`config.mk`:
```
export PLATFORM = sky130hd
export DESIGN_NAME = pedal_steer_scaler_with_arm_interlock
export DESIGN_NICKNAME = d
export VERILOG_FILES = /design/src/rtl/core/pss_pkg.sv /design/src/rtl/core/pss_lane.sv /design/src/rtl/core/pss_merge.sv /design/src/rtl/core/pedal_steer_scaler_with_arm_interlock.sv
export SDC_FILE = /design/constraint.sdc
export NUM_CORES = 1
export LEC_CHECK = 0
export ABC_AREA = 1
export BUFFER_PORTS_ARGS = -buffer_cell sky130_fd_sc_hd__clkbuf_2
export CAP_MARGIN = 10
export CORE_MARGIN = 4
export CORE_UTILIZATION = 64
export CTS_CLUSTER_SIZE = 30
export DETAILED_ROUTE_END_ITERATION = 10
export PLACE_DENSITY = 0.86
export RECOVER_POWER = 50
export SKIP_LAST_GASP = 1
export SLEW_MARGIN = 20
export SYNTH_ARGS = -nofsm -noshare
export SYNTH_HDL_FRONTEND = slang
export SYNTH_HIERARCHICAL = 1
export SYNTH_SLANG_ARGS = --single-unit
```
`constraint.sdc`:
```
create_clock -name clk -period 7.15 [get_ports clk]
set_input_delay 1.43 -clock clk [delete_from_list [all_inputs] [get_ports clk]]
set_output_delay 1.43 -clock clk [all_outputs]
set_load 0.05 [all_outputs]
```
`src/rtl/core/pss_pkg.sv`:
```
package pss_pkg;

  // sample and result widths
  localparam int SAMPLE_BITS = 12;
  localparam int POS_W       = 8;
  localparam int NUM_W       = SAMPLE_BITS + POS_W;
  localparam int STEP_W      = $clog2(POS_W);
  localparam int CFG_IDX_W   = 3;

  localparam logic [POS_W-1:0] FULL_SCALE = {POS_W{1'b1}};

  // register reset values
  localparam logic [SAMPLE_BITS-1:0] THR_LO_RST   = SAMPLE_BITS'(360);
  localparam logic [SAMPLE_BITS-1:0] THR_HI_RST   = SAMPLE_BITS'(2000);
  localparam logic [SAMPLE_BITS-1:0] STR_LO_RST   = SAMPLE_BITS'(570);
  localparam logic [SAMPLE_BITS-1:0] STR_HI_RST   = SAMPLE_BITS'(2600);
  localparam logic [POS_W-1:0]       THR_CTR_RST  = POS_W'(127);
  localparam logic [POS_W-1:0]       STR_CTR_RST  = POS_W'(127);
  localparam logic [POS_W-1:0]       THR_WIN_RST  = POS_W'(5);
  localparam logic [POS_W-1:0]       STR_WIN_RST  = POS_W'(15);

  // register indexes
  typedef enum logic [CFG_IDX_W-1:0] {
    CFG_THR_LO  = 3'd0,
    CFG_THR_HI  = 3'd1,
    CFG_STR_LO  = 3'd2,
    CFG_STR_HI  = 3'd3,
    CFG_THR_CTR = 3'd4,
    CFG_STR_CTR = 3'd5,
    CFG_THR_WIN = 3'd6,
    CFG_STR_WIN = 3'd7
  } pss_cfg_t;

  // top level sequencer states
  typedef enum logic [1:0] {
    ST_IDLE,
    ST_RUN,
    ST_OUT
  } pss_state_t;

  typedef struct packed {
    logic [SAMPLE_BITS-1:0] throttle_raw;
    logic [SAMPLE_BITS-1:0] steer_raw;
    logic                   arm_pin;
    logic                   steer_enable_pin;
  } pss_in_t;

  typedef struct packed {
    logic [POS_W-1:0] throttle_pos;
    logic [POS_W-1:0] steer_pos;
    logic             arm_out;
    logic             steer_enabled;
    logic             throttle_lamp;
    logic             steer_lamp;
  } pss_out_t;

  // lane status toward the sequencer and merge stage
  typedef struct packed {
    logic             busy;
    logic             done;
    logic [POS_W-1:0] q;
  } pss_lane_st_t;

  // neutral window settings
  typedef struct packed {
    logic [POS_W-1:0] thr_ctr;
    logic [POS_W-1:0] str_ctr;
    logic [POS_W-1:0] thr_win;
    logic [POS_W-1:0] str_win;
  } pss_win_cfg_t;

endpackage

```
`src/rtl/core/pss_lane.sv`:
```
module pss_lane (
  input  logic                           clk,
  input  logic                           rst_n,
  input  logic                           start,
  input  logic [pss_pkg::SAMPLE_BITS-1:0] raw,
  input  logic [pss_pkg::SAMPLE_BITS-1:0] lo,
  input  logic [pss_pkg::SAMPLE_BITS-1:0] hi,
  output pss_pkg::pss_lane_st_t          st
);
  import pss_pkg::*;

  logic                   busy_r, busy_nxt;
  logic                   done_r, done_nxt;
  logic [STEP_W-1:0]      cnt_r, cnt_nxt;
  logic                   spec_r, spec_nxt;
  logic [NUM_W-1:0]       rem_r, rem_nxt;
  logic [NUM_W-1:0]       div_r, div_nxt;
  logic [POS_W-1:0]       q_r, q_nxt;

  logic [SAMPLE_BITS-1:0] clamp;
  logic [SAMPLE_BITS-1:0] diff;
  logic [SAMPLE_BITS-1:0] span;
  logic [NUM_W-1:0]       num;
  logic [NUM_W:0]         trial;

  // clamp and scale numerator: (c - lo) * 255
  always_comb begin
    if (raw < lo) begin
      clamp = lo;
    end else if (raw > hi) begin
      clamp = hi;
    end else begin
      clamp = raw;
    end
    diff  = clamp - lo;
    span  = hi - lo;
    num   = {diff, {POS_W{1'b0}}} - NUM_W'(diff);
    trial = {1'b0, rem_r} - {1'b0, div_r};
  end

  // restoring divide, one quotient bit per cycle
  always_comb begin
    busy_nxt = busy_r;
    done_nxt = 1'b0;
    cnt_nxt  = cnt_r;
    spec_nxt = spec_r;
    rem_nxt  = rem_r;
    div_nxt  = div_r;
    q_nxt    = q_r;
    if (start) begin
      busy_nxt = 1'b1;
      cnt_nxt  = '0;
      rem_nxt  = num;
      div_nxt  = NUM_W'(span) << (POS_W - 1);
      // zero span gives 0, inverted limits give a step at lo
      if (hi == lo) begin
        spec_nxt = 1'b1;
        q_nxt    = '0;
      end else if (hi < lo) begin
        spec_nxt = 1'b1;
        q_nxt    = (raw < lo) ? '0 : FULL_SCALE;
      end else begin
        spec_nxt = 1'b0;
        q_nxt    = '0;
      end
    end else if (busy_r) begin
      if (!spec_r) begin
        if (!trial[NUM_W]) begin
          rem_nxt = trial[NUM_W-1:0];
          q_nxt   = {q_r[POS_W-2:0], 1'b1};
        end else begin
          q_nxt   = {q_r[POS_W-2:0], 1'b0};
        end
      end
      div_nxt = div_r >> 1;
      cnt_nxt = cnt_r + 1'b1;
      if (cnt_r == STEP_W'(POS_W - 1)) begin
        busy_nxt = 1'b0;
        done_nxt = 1'b1;
      end
    end
  end

  always_ff @(posedge clk) begin
    if (!rst_n) begin
      busy_r <= 1'b0;
      done_r <= 1'b0;
      cnt_r  <= '0;
    end else begin
      busy_r <= busy_nxt;
      done_r <= done_nxt;
      cnt_r  <= cnt_nxt;
    end
  end

  always_ff @(posedge clk) begin
    spec_r <= spec_nxt;
    rem_r  <= rem_nxt;
    div_r  <= div_nxt;
    q_r    <= q_nxt;
  end

  assign st = '{busy: busy_r, done: done_r, q: q_r};

  // done follows the last divide step
  a_done_after_busy: assert property (@(posedge clk) disable iff (!rst_n)
    done_r |-> $past(busy_r))
    else $error("lane done without a running divide");

endmodule

```
`src/rtl/core/pss_merge.sv`:
```
module pss_merge (
  input  logic                           clk,
  input  logic                           rst_n,
  input  logic                           update,
  input  logic [pss_pkg::POS_W-1:0]      thr_q,
  input  logic [pss_pkg::POS_W-1:0]      str_q,
  input  logic                           arm_pin,
  input  logic                           steer_enable_pin,
  input  pss_pkg::pss_win_cfg_t          win,
  output pss_pkg::pss_out_t              res
);
  import pss_pkg::*;

  localparam int WIN_W = POS_W + 2;

  logic arm_r, arm_nxt;
  logic fault_r, fault_nxt;
  logic tlamp_r, tlamp_nxt;
  logic slamp_r, slamp_nxt;

  logic [POS_W-1:0]        str_pos;
  logic signed [WIN_W-1:0] t_x, t_lo, t_hi;
  logic signed [WIN_W-1:0] s_x, s_lo, s_hi;
  logic                    t_in, t_out, s_in, s_out;
  logic                    req;
  logic                    fault_mid;

  // window edges as signed values
  always_comb begin
    str_pos = FULL_SCALE - str_q;
    t_x   = signed'(WIN_W'(thr_q));
    s_x   = signed'(WIN_W'(str_pos));
    t_lo  = signed'(WIN_W'(win.thr_ctr)) - signed'(WIN_W'(win.thr_win));
    t_hi  = signed'(WIN_W'(win.thr_ctr)) + signed'(WIN_W'(win.thr_win));
    s_lo  = signed'(WIN_W'(win.str_ctr)) - signed'(WIN_W'(win.str_win));
    s_hi  = signed'(WIN_W'(win.str_ctr)) + signed'(WIN_W'(win.str_win));
    t_in  = (t_lo < t_x) && (t_x < t_hi);
    t_out = (t_lo > t_x) || (t_x > t_hi);
    s_in  = (s_lo < s_x) && (s_x < s_hi);
    s_out = (s_lo > s_x) || (s_x > s_hi);
  end

  // lamp hysteresis and arm interlock
  always_comb begin
    tlamp_nxt = tlamp_r;
    slamp_nxt = slamp_r;
    if (t_in)  tlamp_nxt = 1'b1;
    if (t_out) tlamp_nxt = 1'b0;
    if (s_in)  slamp_nxt = 1'b1;
    if (s_out) slamp_nxt = 1'b0;

    req       = ~arm_pin;
    fault_mid = req ? fault_r : 1'b0;
    arm_nxt   = arm_r;
    fault_nxt = fault_mid;
    if (req != arm_r) begin
      if (t_in && s_in && !fault_mid) begin
        arm_nxt = req;
      end else begin
        arm_nxt   = 1'b0;
        fault_nxt = 1'b1;
      end
    end

    res = '{throttle_pos:  thr_q,
            steer_pos:     str_pos,
            arm_out:       arm_nxt,
            steer_enabled: ~steer_enable_pin,
            throttle_lamp: tlamp_nxt,
            steer_lamp:    slamp_nxt};
  end

  always_ff @(posedge clk) begin
    if (!rst_n) begin
      arm_r   <= 1'b0;
      fault_r <= 1'b0;
      tlamp_r <= 1'b0;
      slamp_r <= 1'b0;
    end else if (update) begin
      arm_r   <= arm_nxt;
      fault_r <= fault_nxt;
      tlamp_r <= tlamp_nxt;
      slamp_r <= slamp_nxt;
    end
  end

  // a stored fault always keeps the latch open
  a_arm_fault_excl: assert property (@(posedge clk) disable iff (!rst_n)
    !(arm_r && fault_r))
    else $error("arm latched while a fault is stored");

endmodule

```
`src/rtl/core/pedal_steer_scaler_with_arm_interlock.sv`:
```
// Pedal and steering scaler with arm interlock.
// Input channel in_valid/in_stall/in_data carries one throttle sample, one
// steering sample and the active-low arm and steering-enable pins. Output
// channel out_valid/out_stall/out_data carries the scaled positions, the
// arm latch, the steering enable and the two neutral lamps.
// Two lanes, one per control, clamp and scale their sample with a serial
// restoring divide, one quotient bit per cycle; a merge stage then applies
// the lamp hysteresis and the arm interlock.
// The block takes one item at a time; each item goes through the load,
// eight divide steps, a check that sees both lanes done, and the merge.
// in_stall is high while an item is in work; the next item may be taken
// while a finished result still sits in the output register.
// When the receiver stalls, the output register holds its result and a
// further finished item waits in the lanes until the register frees up.
// cfg_we writes register cfg_index with cfg_wdata; the user must write
// only while the block is idle, which the block itself does not enforce.
// Synchronous active-low reset clears the arm latch, the fault, both lamps
// and the output valid, and loads the calibration registers with defaults.
module pedal_steer_scaler_with_arm_interlock (
  input  logic                              clk,
  input  logic                              rst_n,
  input  logic                              in_valid,
  output logic                              in_stall,
  input  pss_pkg::pss_in_t                  in_data,
  output logic                              out_valid,
  input  logic                              out_stall,
  output pss_pkg::pss_out_t                 out_data,
  input  logic                              cfg_we,
  input  logic [pss_pkg::CFG_IDX_W-1:0]     cfg_index,
  input  logic [pss_pkg::SAMPLE_BITS-1:0]   cfg_wdata
);
  import pss_pkg::*;

  pss_state_t state_r, state_nxt;

  logic [SAMPLE_BITS-1:0] thr_lo_r, thr_hi_r, str_lo_r, str_hi_r;
  logic [POS_W-1:0]       thr_ctr_r, str_ctr_r, thr_win_r, str_win_r;

  logic         arm_pin_r, en_pin_r;
  logic         out_valid_r, out_valid_nxt;
  pss_out_t     out_data_r;
  pss_out_t     merge_res;
  pss_lane_st_t thr_st, str_st;
  pss_win_cfg_t win;
  logic         in_xfer;
  logic         merge_go;

  assign in_xfer = in_valid && !in_stall;
  assign in_stall = (state_r != ST_IDLE);

  // calibration registers
  always_ff @(posedge clk) begin
    if (!rst_n) begin
      thr_lo_r  <= THR_LO_RST;
      thr_hi_r  <= THR_HI_RST;
      str_lo_r  <= STR_LO_RST;
      str_hi_r  <= STR_HI_RST;
      thr_ctr_r <= THR_CTR_RST;
      str_ctr_r <= STR_CTR_RST;
      thr_win_r <= THR_WIN_RST;
      str_win_r <= STR_WIN_RST;
    end else if (cfg_we) begin
      case (cfg_index)
        CFG_THR_LO:  thr_lo_r  <= cfg_wdata;
        CFG_THR_HI:  thr_hi_r  <= cfg_wdata;
        CFG_STR_LO:  str_lo_r  <= cfg_wdata;
        CFG_STR_HI:  str_hi_r  <= cfg_wdata;
        CFG_THR_CTR: thr_ctr_r <= cfg_wdata[POS_W-1:0];
        CFG_STR_CTR: str_ctr_r <= cfg_wdata[POS_W-1:0];
        CFG_THR_WIN: thr_win_r <= cfg_wdata[POS_W-1:0];
        CFG_STR_WIN: str_win_r <= cfg_wdata[POS_W-1:0];
        default: ;
      endcase
    end
  end

  assign win = '{thr_ctr: thr_ctr_r, str_ctr: str_ctr_r,
                 thr_win: thr_win_r, str_win: str_win_r};

  // pin levels for the item in work
  always_ff @(posedge clk) begin
    if (in_xfer) begin
      arm_pin_r <= in_data.arm_pin;
      en_pin_r  <= in_data.steer_enable_pin;
    end
  end

  // one lane per control
  pss_lane u_thr_lane (
    .clk   (clk),
    .rst_n (rst_n),
    .start (in_xfer),
    .raw   (in_data.throttle_raw),
    .lo    (thr_lo_r),
    .hi    (thr_hi_r),
    .st    (thr_st)
  );

  pss_lane u_str_lane (
    .clk   (clk),
    .rst_n (rst_n),
    .start (in_xfer),
    .raw   (in_data.steer_raw),
    .lo    (str_lo_r),
    .hi    (str_hi_r),
    .st    (str_st)
  );

  pss_merge u_merge (
    .clk              (clk),
    .rst_n            (rst_n),
    .update           (merge_go),
    .thr_q            (thr_st.q),
    .str_q            (str_st.q),
    .arm_pin          (arm_pin_r),
    .steer_enable_pin (en_pin_r),
    .win              (win),
    .res              (merge_res)
  );

  // sequencer
  always_comb begin
    state_nxt     = state_r;
    merge_go      = 1'b0;
    out_valid_nxt = out_valid_r;
    if (out_valid_r && !out_stall) begin
      out_valid_nxt = 1'b0;
    end
    case (state_r)
      ST_IDLE: begin
        if (in_xfer) state_nxt = ST_RUN;
      end
      ST_RUN: begin
        if (thr_st.done && str_st.done) state_nxt = ST_OUT;
      end
      ST_OUT: begin
        if (!out_valid_r || !out_stall) begin
          merge_go      = 1'b1;
          out_valid_nxt = 1'b1;
          state_nxt     = ST_IDLE;
        end
      end
      default: state_nxt = ST_IDLE;
    endcase
  end

  always_ff @(posedge clk) begin
    if (!rst_n) begin
      state_r     <= ST_IDLE;
      out_valid_r <= 1'b0;
    end else begin
      state_r     <= state_nxt;
      out_valid_r <= out_valid_nxt;
    end
  end

  // output register
  always_ff @(posedge clk) begin
    if (merge_go) out_data_r <= merge_res;
  end

  assign out_valid = out_valid_r;
  assign out_data  = out_data_r;

  // both lanes run the same step count
  a_lanes_in_step: assert property (@(posedge clk) disable iff (!rst_n)
    thr_st.done == str_st.done)
    else $error("lanes finished in different cycles");

  // a lane finishes only while an item is in work
  a_done_in_run: assert property (@(posedge clk) disable iff (!rst_n)
    thr_st.done |-> state_r == ST_RUN)
    else $error("lane result outside of run state");

  // lanes divide only while an item is in work
  a_busy_in_run: assert property (@(posedge clk) disable iff (!rst_n)
    (thr_st.busy || str_st.busy) |-> state_r == ST_RUN)
    else $error("lane busy outside of run state");

  // a new result comes only from the merge state
  a_out_from_merge: assert property (@(posedge clk) disable iff (!rst_n)
    $rose(out_valid_r) |-> $past(state_r) == ST_OUT)
    else $error("output valid without a merge");

endmodule
```
== After elaboration in Yosys (flattened, before gate mapping) ==
Index checks and enable logic that the tools add are counted.

* Divide/modulo/power cells: 0
* Add/sub/neg operators: 15
* Bitwise operators: 5
* Shifts and indexed selects: 0
* Order comparisons: 14
* Equal/unequal tests: 21
* Reductions and logical operators: 35
* Mux-type cells: 58
* $mul: 0

{| class="wikitable"
|+ Operators by type and width
! operator !! number
|-
| 20-bit 2-to-1 mux || 8
|-
| 8-bit 2-to-1 mux || 12
|-
| 19-bit 2-to-1 mux || 4
|-
| 12-bit less-than comparator || 4
|-
| 12-bit 2-to-1 mux || 4
|-
| 12-bit subtractor || 4
|-
| 20-bit by 19-bit subtractor with 21-bit output || 2
|-
| 20-bit by 12-bit subtractor with 20-bit output || 2
|-
| 1-bit 2-to-1 mux || 26
|-
| 12-bit == test || 2
|-
| 12-bit greater-than comparator || 2
|-
| 2-bit AND reduction || 10
|-
| 8-bit by 8-bit adder with 9-bit output || 2
|-
| 3-bit == test (second input constant) || 6
|-
| 8-bit by 8-bit subtractor with 9-bit output || 2
|-
| 2-bit inequality test (second input constant) || 7
|-
| 10-bit by 9-bit greater-than comparator with 1-bit output || 1
|-
| 9-bit by 10-bit greater-than comparator with 1-bit output || 1
|-
| 10-bit by 9-bit less-than comparator with 1-bit output || 1
|-
| 9-bit by 10-bit less-than comparator with 1-bit output || 1
|-
| 8-bit by 9-bit greater-than comparator with 1-bit output || 1
|-
| 9-bit greater-than comparator || 1
|-
| 8-bit by 9-bit less-than comparator with 1-bit output || 1
|-
| 9-bit less-than comparator || 1
|-
| 19 further kinds || 43
|}

* Bits in read-only memories: 0
* Word-level logic and storage cells: 186
* Memory bits (writable): 0
* Register bits after elaboration: 215
* Bits in latches: 0
* Memories kept: 0

== Depth between registers and ports, before layout ==
Gate-level depths: netlist of run 1.

* Word-level depth: 7
* Gate-level depth with buffers: 40

== Cells and area by module ==
The synthesis of run 1 kept the hierarchy.

{| class="wikitable"
|+ By module, submodules not included
! module !! times used !! area an instance (µm²) !! cells an instance
|-
| pss_lane at u_str_lane || 1 || 5659.2 || 815
|-
| pss_lane at u_thr_lane || 1 || 5624.1 || 820
|-
| pedal_steer_scaler_with_arm_interlock || 1 || 3866.2 || 468
|-
| pss_merge || 1 || 2508.7 || 376
|}

== Least setup slack after synthesis of run 1 ==
OpenSTA, ideal clock, no wires.

* Kind: input-to-reg
* Start point: in in_data[15] (netlist bit)
* End point: reg u_thr_lane.rem_r[18], data pin
* Required time: 6.897 ns
* Setup time: 0.253 ns
* Data arrival time: 5.267 ns
* Buffers on the path: 1
* Path slack: 1.630 ns
* Stages: 33
* Path through: ha_1 inv_1 nor2_1 o21bai_1 nand2_1 nand2_1 nand3_1 nand2_1 clkbuf_1 nor2_1 a21oi_1 o21ai_0 ha_1 nand2_1 nor2_1 nand3_1 nand3_1 nand2_1 nand2_1 nand2_1 nand2_1 nand4_1 nand2_1 inv_1 ha_1 a21oi_1 nand2_1 nor2_1 nand4_1 a21oi_1 nand3b_1 nand3_1 nand2_1

* Word-level cells in the longest chain between the ends: 6
* Elaborated cells between the ends (all ways): 7
* Those cells by class: add/sub (2); order compare (2); mux (3)

{| class="wikitable"
|+ RTL lines
! what !! RTL line !! RTL
|-
| start, declared || pedal_steer_scaler_with_arm_interlock.sv:24 || <nowiki>input pss_pkg::pss_in_t in_data,</nowiki>
|-
| 12-bit greater-than comparator || pss_lane.sv:30 || <nowiki>end else if (raw > hi) begin</nowiki>
|-
| 12-bit 2-to-1 mux || pss_lane.sv:30 ||
|-
| 12-bit 2-to-1 mux * || pss_lane.sv:28 || <nowiki>if (raw < lo) begin</nowiki>
|-
| 12-bit subtractor * || pss_lane.sv:35 || <nowiki>diff = clamp - lo;</nowiki>
|-
| 20-bit by 12-bit subtractor with 20-bit output * || pss_lane.sv:37 || <nowiki>num = {diff, {POS_W{1'b0}}} - NUM_W'(diff);</nowiki>
|-
| 20-bit 2-to-1 mux * || pss_lane.sv:50 || <nowiki>if (start) begin</nowiki>
|-
| net u_thr_lane.rem_nxt[18] || pss_lane.sv:16 || <nowiki>logic [NUM_W-1:0] rem_r, rem_nxt;</nowiki>
|-
| end signal, assigned || pss_lane.sv:98 || <nowiki>rem_r <= rem_nxt;</nowiki>
|-
| end, declared || pss_lane.sv:16 ||
|}

Mark *: on every way through the listed nets, which the timed path passes. The rest lies on a longest branch.
A chain may end at the register's enable or synchronous reset.

== Final worst setup path of run 1 ==
* Start point: in in_data[8] (netlist bit)
* End point: reg u_str_lane.rem_r[19], data pin

* Word-level cells in the longest chain between the ends: 6
* Elaborated cells between the ends (all ways): 7
* Those cells by class: add/sub (2); order compare (2); mux (3)

{| class="wikitable"
|+ RTL lines
! what !! RTL line
|-
| 12-bit greater-than comparator || pss_lane.sv:30
|-
| 12-bit 2-to-1 mux || pss_lane.sv:30
|-
| 12-bit 2-to-1 mux * || pss_lane.sv:28
|-
| 12-bit subtractor * || pss_lane.sv:35
|-
| 20-bit by 12-bit subtractor with 20-bit output * || pss_lane.sv:37
|-
| 20-bit 2-to-1 mux * || pss_lane.sv:50
|-
| net u_str_lane.rem_nxt[19] || pss_lane.sv:16
|-
| end signal, assigned || pss_lane.sv:98
|-
| end, declared || pss_lane.sv:16
|}

Marks and branches as above.

==> results of run 1 <==
[path summary, 6_finish.rpt]
| check | from | to | slack, ns | cells after the start |
|---|---|---|---|---|
| setup reg to reg | thr_hi_r[1] | u_thr_lane/rem_r[18] | 1.67 | 33 |
| hold reg to reg | u_thr_lane/cnt_r[1] | u_thr_lane/cnt_r[1] | 0.47 | 2 |
| hold / removal | u_thr_lane/cnt_r[1] | u_thr_lane/cnt_r[1] | 0.47 | 2 |
| setup / recovery | in_data[8] | u_str_lane/rem_r[19] | 1.22 | 31 |
[power by group]
part / switching (uW) / internal, uW
clock network: 525 / 750
registers: 77.1 / 1490
logic: 1430 / 743
total: 2030 / 2980
[final cells by class]
type,instances,area share (%)
multi-input cells,1820,55.7
flip-flops and latches,215,28.3
inverters,380,7.58
clock buffers,34,4.03
well taps,341,2.26
repair buffers,73,1.77
clock inverters,11,0.371
[stage by stage]
stage	cells	hold slack [ns]	utilization [%]	power, uW
global route	2874	0.495	69.9	5350
finish	2874	0.470	69.9	5010
floorplan	2477	0.432	-	3200
detailed placement	2829	0.464	67.0	3690
global placement	2829	0.448	67.0	3620
CTS	2874	0.473	70.1	4980
[flip-flops by register name (all words and copies together) (netlist names), 2 cells and up]
register	cells
out_data	20
state_r	2
str_ctr_r	8
str_hi_r	12
str_lo_r	12
str_win_r	8
thr_ctr_r	8
thr_hi_r	12
thr_lo_r	12
thr_win_r	8
u_str_lane/cnt_r	3
u_str_lane/div_r	19
u_str_lane/q_r	8
u_str_lane/rem_r	20
u_thr_lane/cnt_r	3
u_thr_lane/div_r	19
u_thr_lane/q_r	8
u_thr_lane/rem_r	20
[layer usage]
metal  part of all wire, %  vias to the layer above  routed length (um)  global-route usage (%)
met3                   6.8                      119                3240                    3.59
met5                     0                        -                   0                       0
met2                    48                      694               22600                    52.3
met1                    42                     7583               19800                    38.7
met4                   3.8                        0                1820                    11.0
li1                      -                     8169                   -                       -
[worst min-delay path: stages (launching register included)]
cell and delay [ns]:
dfxtp_1 0.31, nand2_1 0.06, a21oi_1 0.05
==> impl_metrics.env, run 1 <==
export IMPL_cp_top_family="simple AND/OR/NAND/NOR gates"
export IMPL_gp_congestion=1.00
export IMPL_path_max_fanout=24
export IMPL_finalNetCount=2777
export IMPL_first_pass_iters=7
export IMPL_ctsResizeCount=0
export IMPL_final_layout_size_suffix_gt1_share_pct=7.78
export IMPL_synth_area_per_cell_um2=7.12
export IMPL_cts_buffers=25
export IMPL_postLayoutCellArea_um2=18900
export IMPL_die_area_um2=30300
export IMPL_grt_first_pass_wirelength_mm=76.6
export IMPL_ys_warn_count=6
export IMPL_antenna_cells=0
export IMPL_start_kind="input pin"
export IMPL_ios=68
export IMPL_die_h_um=174
export IMPL_via_per_inst=5.76
export IMPL_clkSinkCount=215
export IMPL_clk_pin_slew_worst_paths_ns=0.06
export IMPL_clk_path_buf_depth=3
export IMPL_drt_initial_drc_count=1615
export IMPL_final_common_cell="nand2_1"
export IMPL_synthesis_nets=2739
export IMPL_core_um2=27000
export IMPL_cp_required_ns=7.41
export IMPL_max_freq_ghz=0.169
export IMPL_insertion_delay_ns=0.51
export IMPL_vias=16600
export IMPL_min_path_type="register to register"
export IMPL_slew_limit_headroom_pct=-153
export IMPL_period_share_pct=83.0
export IMPL_grt_overflow=0
export IMPL_max_stage_delay_ns=0.57
export IMPL_power_leakage_uw=0.00937
export IMPL_placed_area_um2=18100
export IMPL_drv_cap=4
export IMPL_root_buffer="clkbuf_16"
export IMPL_register_area_um2=5350
export IMPL_rsz0062_at_grt="false"
export IMPL_cts_max_level=1
export IMPL_worstSetupPathType="input pin to register"
export IMPL_timing_final_hold_violations=0
export IMPL_antenna_left=0
export IMPL_power_density_nw_per_um2=265
export IMPL_syn_area_um2=17600
export IMPL_grtUsageTotal_pct=30.1
export IMPL_syn_inst=2477
export IMPL_wire_per_inst_um=16.5
export IMPL_fillers=2247
export IMPL_setup_ws_ns=1.22
export IMPL_antenna_found_initial=1
export IMPL_final_cell_mix="nand2_1, inv_1, nor2_1"
export IMPL_post_place_ws_ns=0.826
export IMPL_die_w_um=174
export IMPL_post_cts_buffers=0
export IMPL_cp_slowest_cell="nand2_1"
export IMPL_hpwl_mm=36.4
export IMPL_rows=60
export IMPL_path_common_cell="nand2_1"
export IMPL_drc=0
export IMPL_slew_violations=196
export IMPL_status="complete, but fails checks"
export IMPL_irDropWorstVdd_mv=0.204
export IMPL_grt_pass1_vias=15900
export IMPL_cp_buffers_inverters=4
export IMPL_tns_ns=0
export IMPL_fin_crit_ns=5.93
export IMPL_multiInputGateArea_um2=10500
export IMPL_grt_max_degree=90
export IMPL_synthToLayoutAreaGrowth_pct=7.09
export IMPL_fin_skew_ns=0.0106
export IMPL_io_buffers=67
export IMPL_setup_violations=0
export IMPL_worstPathArrival_ns=6.19
export IMPL_holdBufCountCts=0
export IMPL_drt_wl_total_mm=47.5
export IMPL_initial_utilization_pct=65.3
export IMPL_cts_tree="done"
export IMPL_violations="capacitance limit, slew limit"
export IMPL_worstMarginPinSlew_ns=3.79
export IMPL_crit_path_end_kind="register"
Power figures use the tool's default switching activity.
==> run 2: changes to the inputs <==
Clock period 7.15 ns to 5.75 ns, I/O delays scaled along.
==> impl_metrics.env, run 2 (same netlist as run 1, synthesis figures left out) <==
export IMPL_ctsResizeCount=0
export IMPL_gp_congestion=0.964
export IMPL_hold_start="u_thr_lane/cnt_r[2]"
export IMPL_max_freq_ghz=0.192
export IMPL_final_common_cell="nand2_1"
export IMPL_multiInputGateArea_um2=10500
export IMPL_cts_tree="done"
export IMPL_cts_buffers=25
export IMPL_rsz0062_at_grt="false"
export IMPL_hpwl_mm=37.5
export IMPL_insertion_delay_ns=0.54
export IMPL_min_delay_path_depth=2
export IMPL_register_area_um2=5350
export IMPL_antenna_cells=0
export IMPL_die_area_um2=30300
export IMPL_status="complete, but fails checks"
export IMPL_start_kind="input pin"
export IMPL_tns_ns=0
export IMPL_vias=16700
export IMPL_fin_crit_ns=5.22
export IMPL_slew_limit_headroom_pct=-47.3
export IMPL_grt_pass1_vias=16000
export IMPL_drt_initial_drc_count=1717
export IMPL_final_util_pct=70.9
export IMPL_ios=68
export IMPL_slew_violations=153
export IMPL_rows=60
export IMPL_io_buffers=67
export IMPL_die_h_um=174
export IMPL_antenna_found_initial=0
export IMPL_drv_cap=4
export IMPL_clk_pin_slew_worst_paths_ns=0.05
export IMPL_drt_wl_total_mm=47.8
export IMPL_fin_skew_ns=0.0159
export IMPL_period_share_pct=90.7
export IMPL_startpoint="in_data[9]"
export IMPL_grt_busiest_layer="met2"
export IMPL_gr_usage_met2_pct=52.7
export IMPL_rrSetupSlack_ns=0.77
export IMPL_worstMarginPinSlew_ns=2.21
export IMPL_cts_max_level=1
export IMPL_worstPathArrival_ns=5.48
export IMPL_crit_path_end_kind="register"
export IMPL_final_cell_mix="nand2_1, inv_1, nor2_1"
export IMPL_max_stage_delay_ns=0.39
export IMPL_swShare_pct=40.2
export IMPL_root_buffer="clkbuf_16"
export IMPL_cp_required_ns=6.01
export IMPL_timing_final_hold_violations=0
export IMPL_synthToLayoutAreaGrowth_pct=8.63
export IMPL_grt_overflow=0
export IMPL_via_per_inst=5.76
export IMPL_post_cts_buffers=0
export IMPL_initial_utilization_pct=65.3
export IMPL_finalNetCount=2807
export IMPL_holdBufCountCts=0
export IMPL_path_common_cell="nand2_1"
export IMPL_use_met1_pct=39.7
export IMPL_wire_per_inst_um=16.4
export IMPL_comb_power_share_pct=43.6
export IMPL_core_um2=27000
export IMPL_fillers=2203
export IMPL_path_max_fanout=12
export IMPL_grt_first_pass_wirelength_mm=77.9
export IMPL_clk_path_buf_depth=3
export IMPL_grtUsageTotal_pct=30.6
export IMPL_die_w_um=174
export IMPL_r2r_cells=34
export IMPL_final_layout_size_suffix_gt1_share_pct=8.70
export IMPL_drc=0
export IMPL_holdPathEnd="u_thr_lane/cnt_r[2]"
export IMPL_violations="capacitance limit, slew limit"
export IMPL_grt_max_degree=50
export IMPL_r2r_end="u_str_lane/rem_r[18]"
export IMPL_power_density_nw_per_um2=331
export IMPL_first_pass_iters=6
export IMPL_p_sw_uw=2550
export IMPL_worstReg2RegStart="str_hi_r[1]"
export IMPL_setup_violations=0
export IMPL_worstSetupPathType="input pin to register"
export IMPL_p_seq_share_pct=30.7
export IMPL_clkSinkCount=215
export IMPL_power_internal_uw=3800
export IMPL_antenna_left=0
export IMPL_power_leakage_uw=0.00952
export IMPL_clock_power_share_pct=25.7
export IMPL_cp_slowest_cell="ha_1"
export IMPL_gr_usage_met3_pct=2.85
export IMPL_irDropWorstVdd_mv=0.256
export IMPL_min_path_type="register to register"
-- run 2: final cells by class --
| cell class | count | area share (%) |
|---|---|---|
| Multi-Input combinational cell | 1820 | 54.9 |
| Sequential cell | 215 | 27.9 |
| Inverter | 380 | 7.47 |
| Clock buffer | 37 | 4.15 |
| Timing Repair Buffer | 103 | 2.98 |
| Tap cell | 341 | 2.23 |
| Clock inverter | 9 | 0.385 |
-- run 2: per-stage QoR --
step / instance area [um2] / setup WS [ns] / std cells / total power, uW / hold WS [ns]
2_1_floorplan: 17600 / 0.510 / 2477 / 3980 / 0.432
3_3_place_gp: 18300 / 0.0961 / 2859 / 4570 / 0.447
3_5_place_dp: 18300 / 0.0735 / 2859 / 4670 / 0.463
4_1_cts: 19200 / 0.597 / 2905 / 6310 / 0.472
5_1_grt: 19200 / 0.157 / 2905 / 6780 / 0.493
6_report: 19200 / 0.532 / 2905 / 6350 / 0.470
-- run 2: power by group through the flow --
stage / combinational (uW) / sequential, uW / clock [uW]
4_1_cts: 2710 / 1950 / 1650
3_3_place_gp: 2600 / 1970 / 0
5_1_grt: 3090 / 1960 / 1720
6_report: 2770 / 1950 / 1630
3_5_place_dp: 2680 / 1980 / 0
2_1_floorplan: 2050 / 1940 / 0
-- run 2: worst max-delay path by stage --
stage                                 to  slack, ns
finish              u_str_lane/rem_r[18]       0.53
CTS                 u_str_lane/rem_r[18]       0.60
global route        u_str_lane/rem_r[18]       0.16
detailed placement  u_str_lane/rem_r[18]       0.07
global placement    u_str_lane/rem_r[18]        0.1
floorplan           u_thr_lane/rem_r[18]       0.51
-- run 2: metal layers --
metal,vias up,wire [um]
li1,8239,-
met1,7626,19900
met2,718,22700
met3,146,3130
met4,0,2010
met5,-,0
-- run 2: worst max-delay path: cells and delay by family --
kind                     cells  cell delay, ns
AND/OR/NAND/NOR             19            1.93
AO/OA/AOI/OAI                5            0.85
adder cells (fa/ha/maj)      3            1.06
buffers and inverters        4            0.48
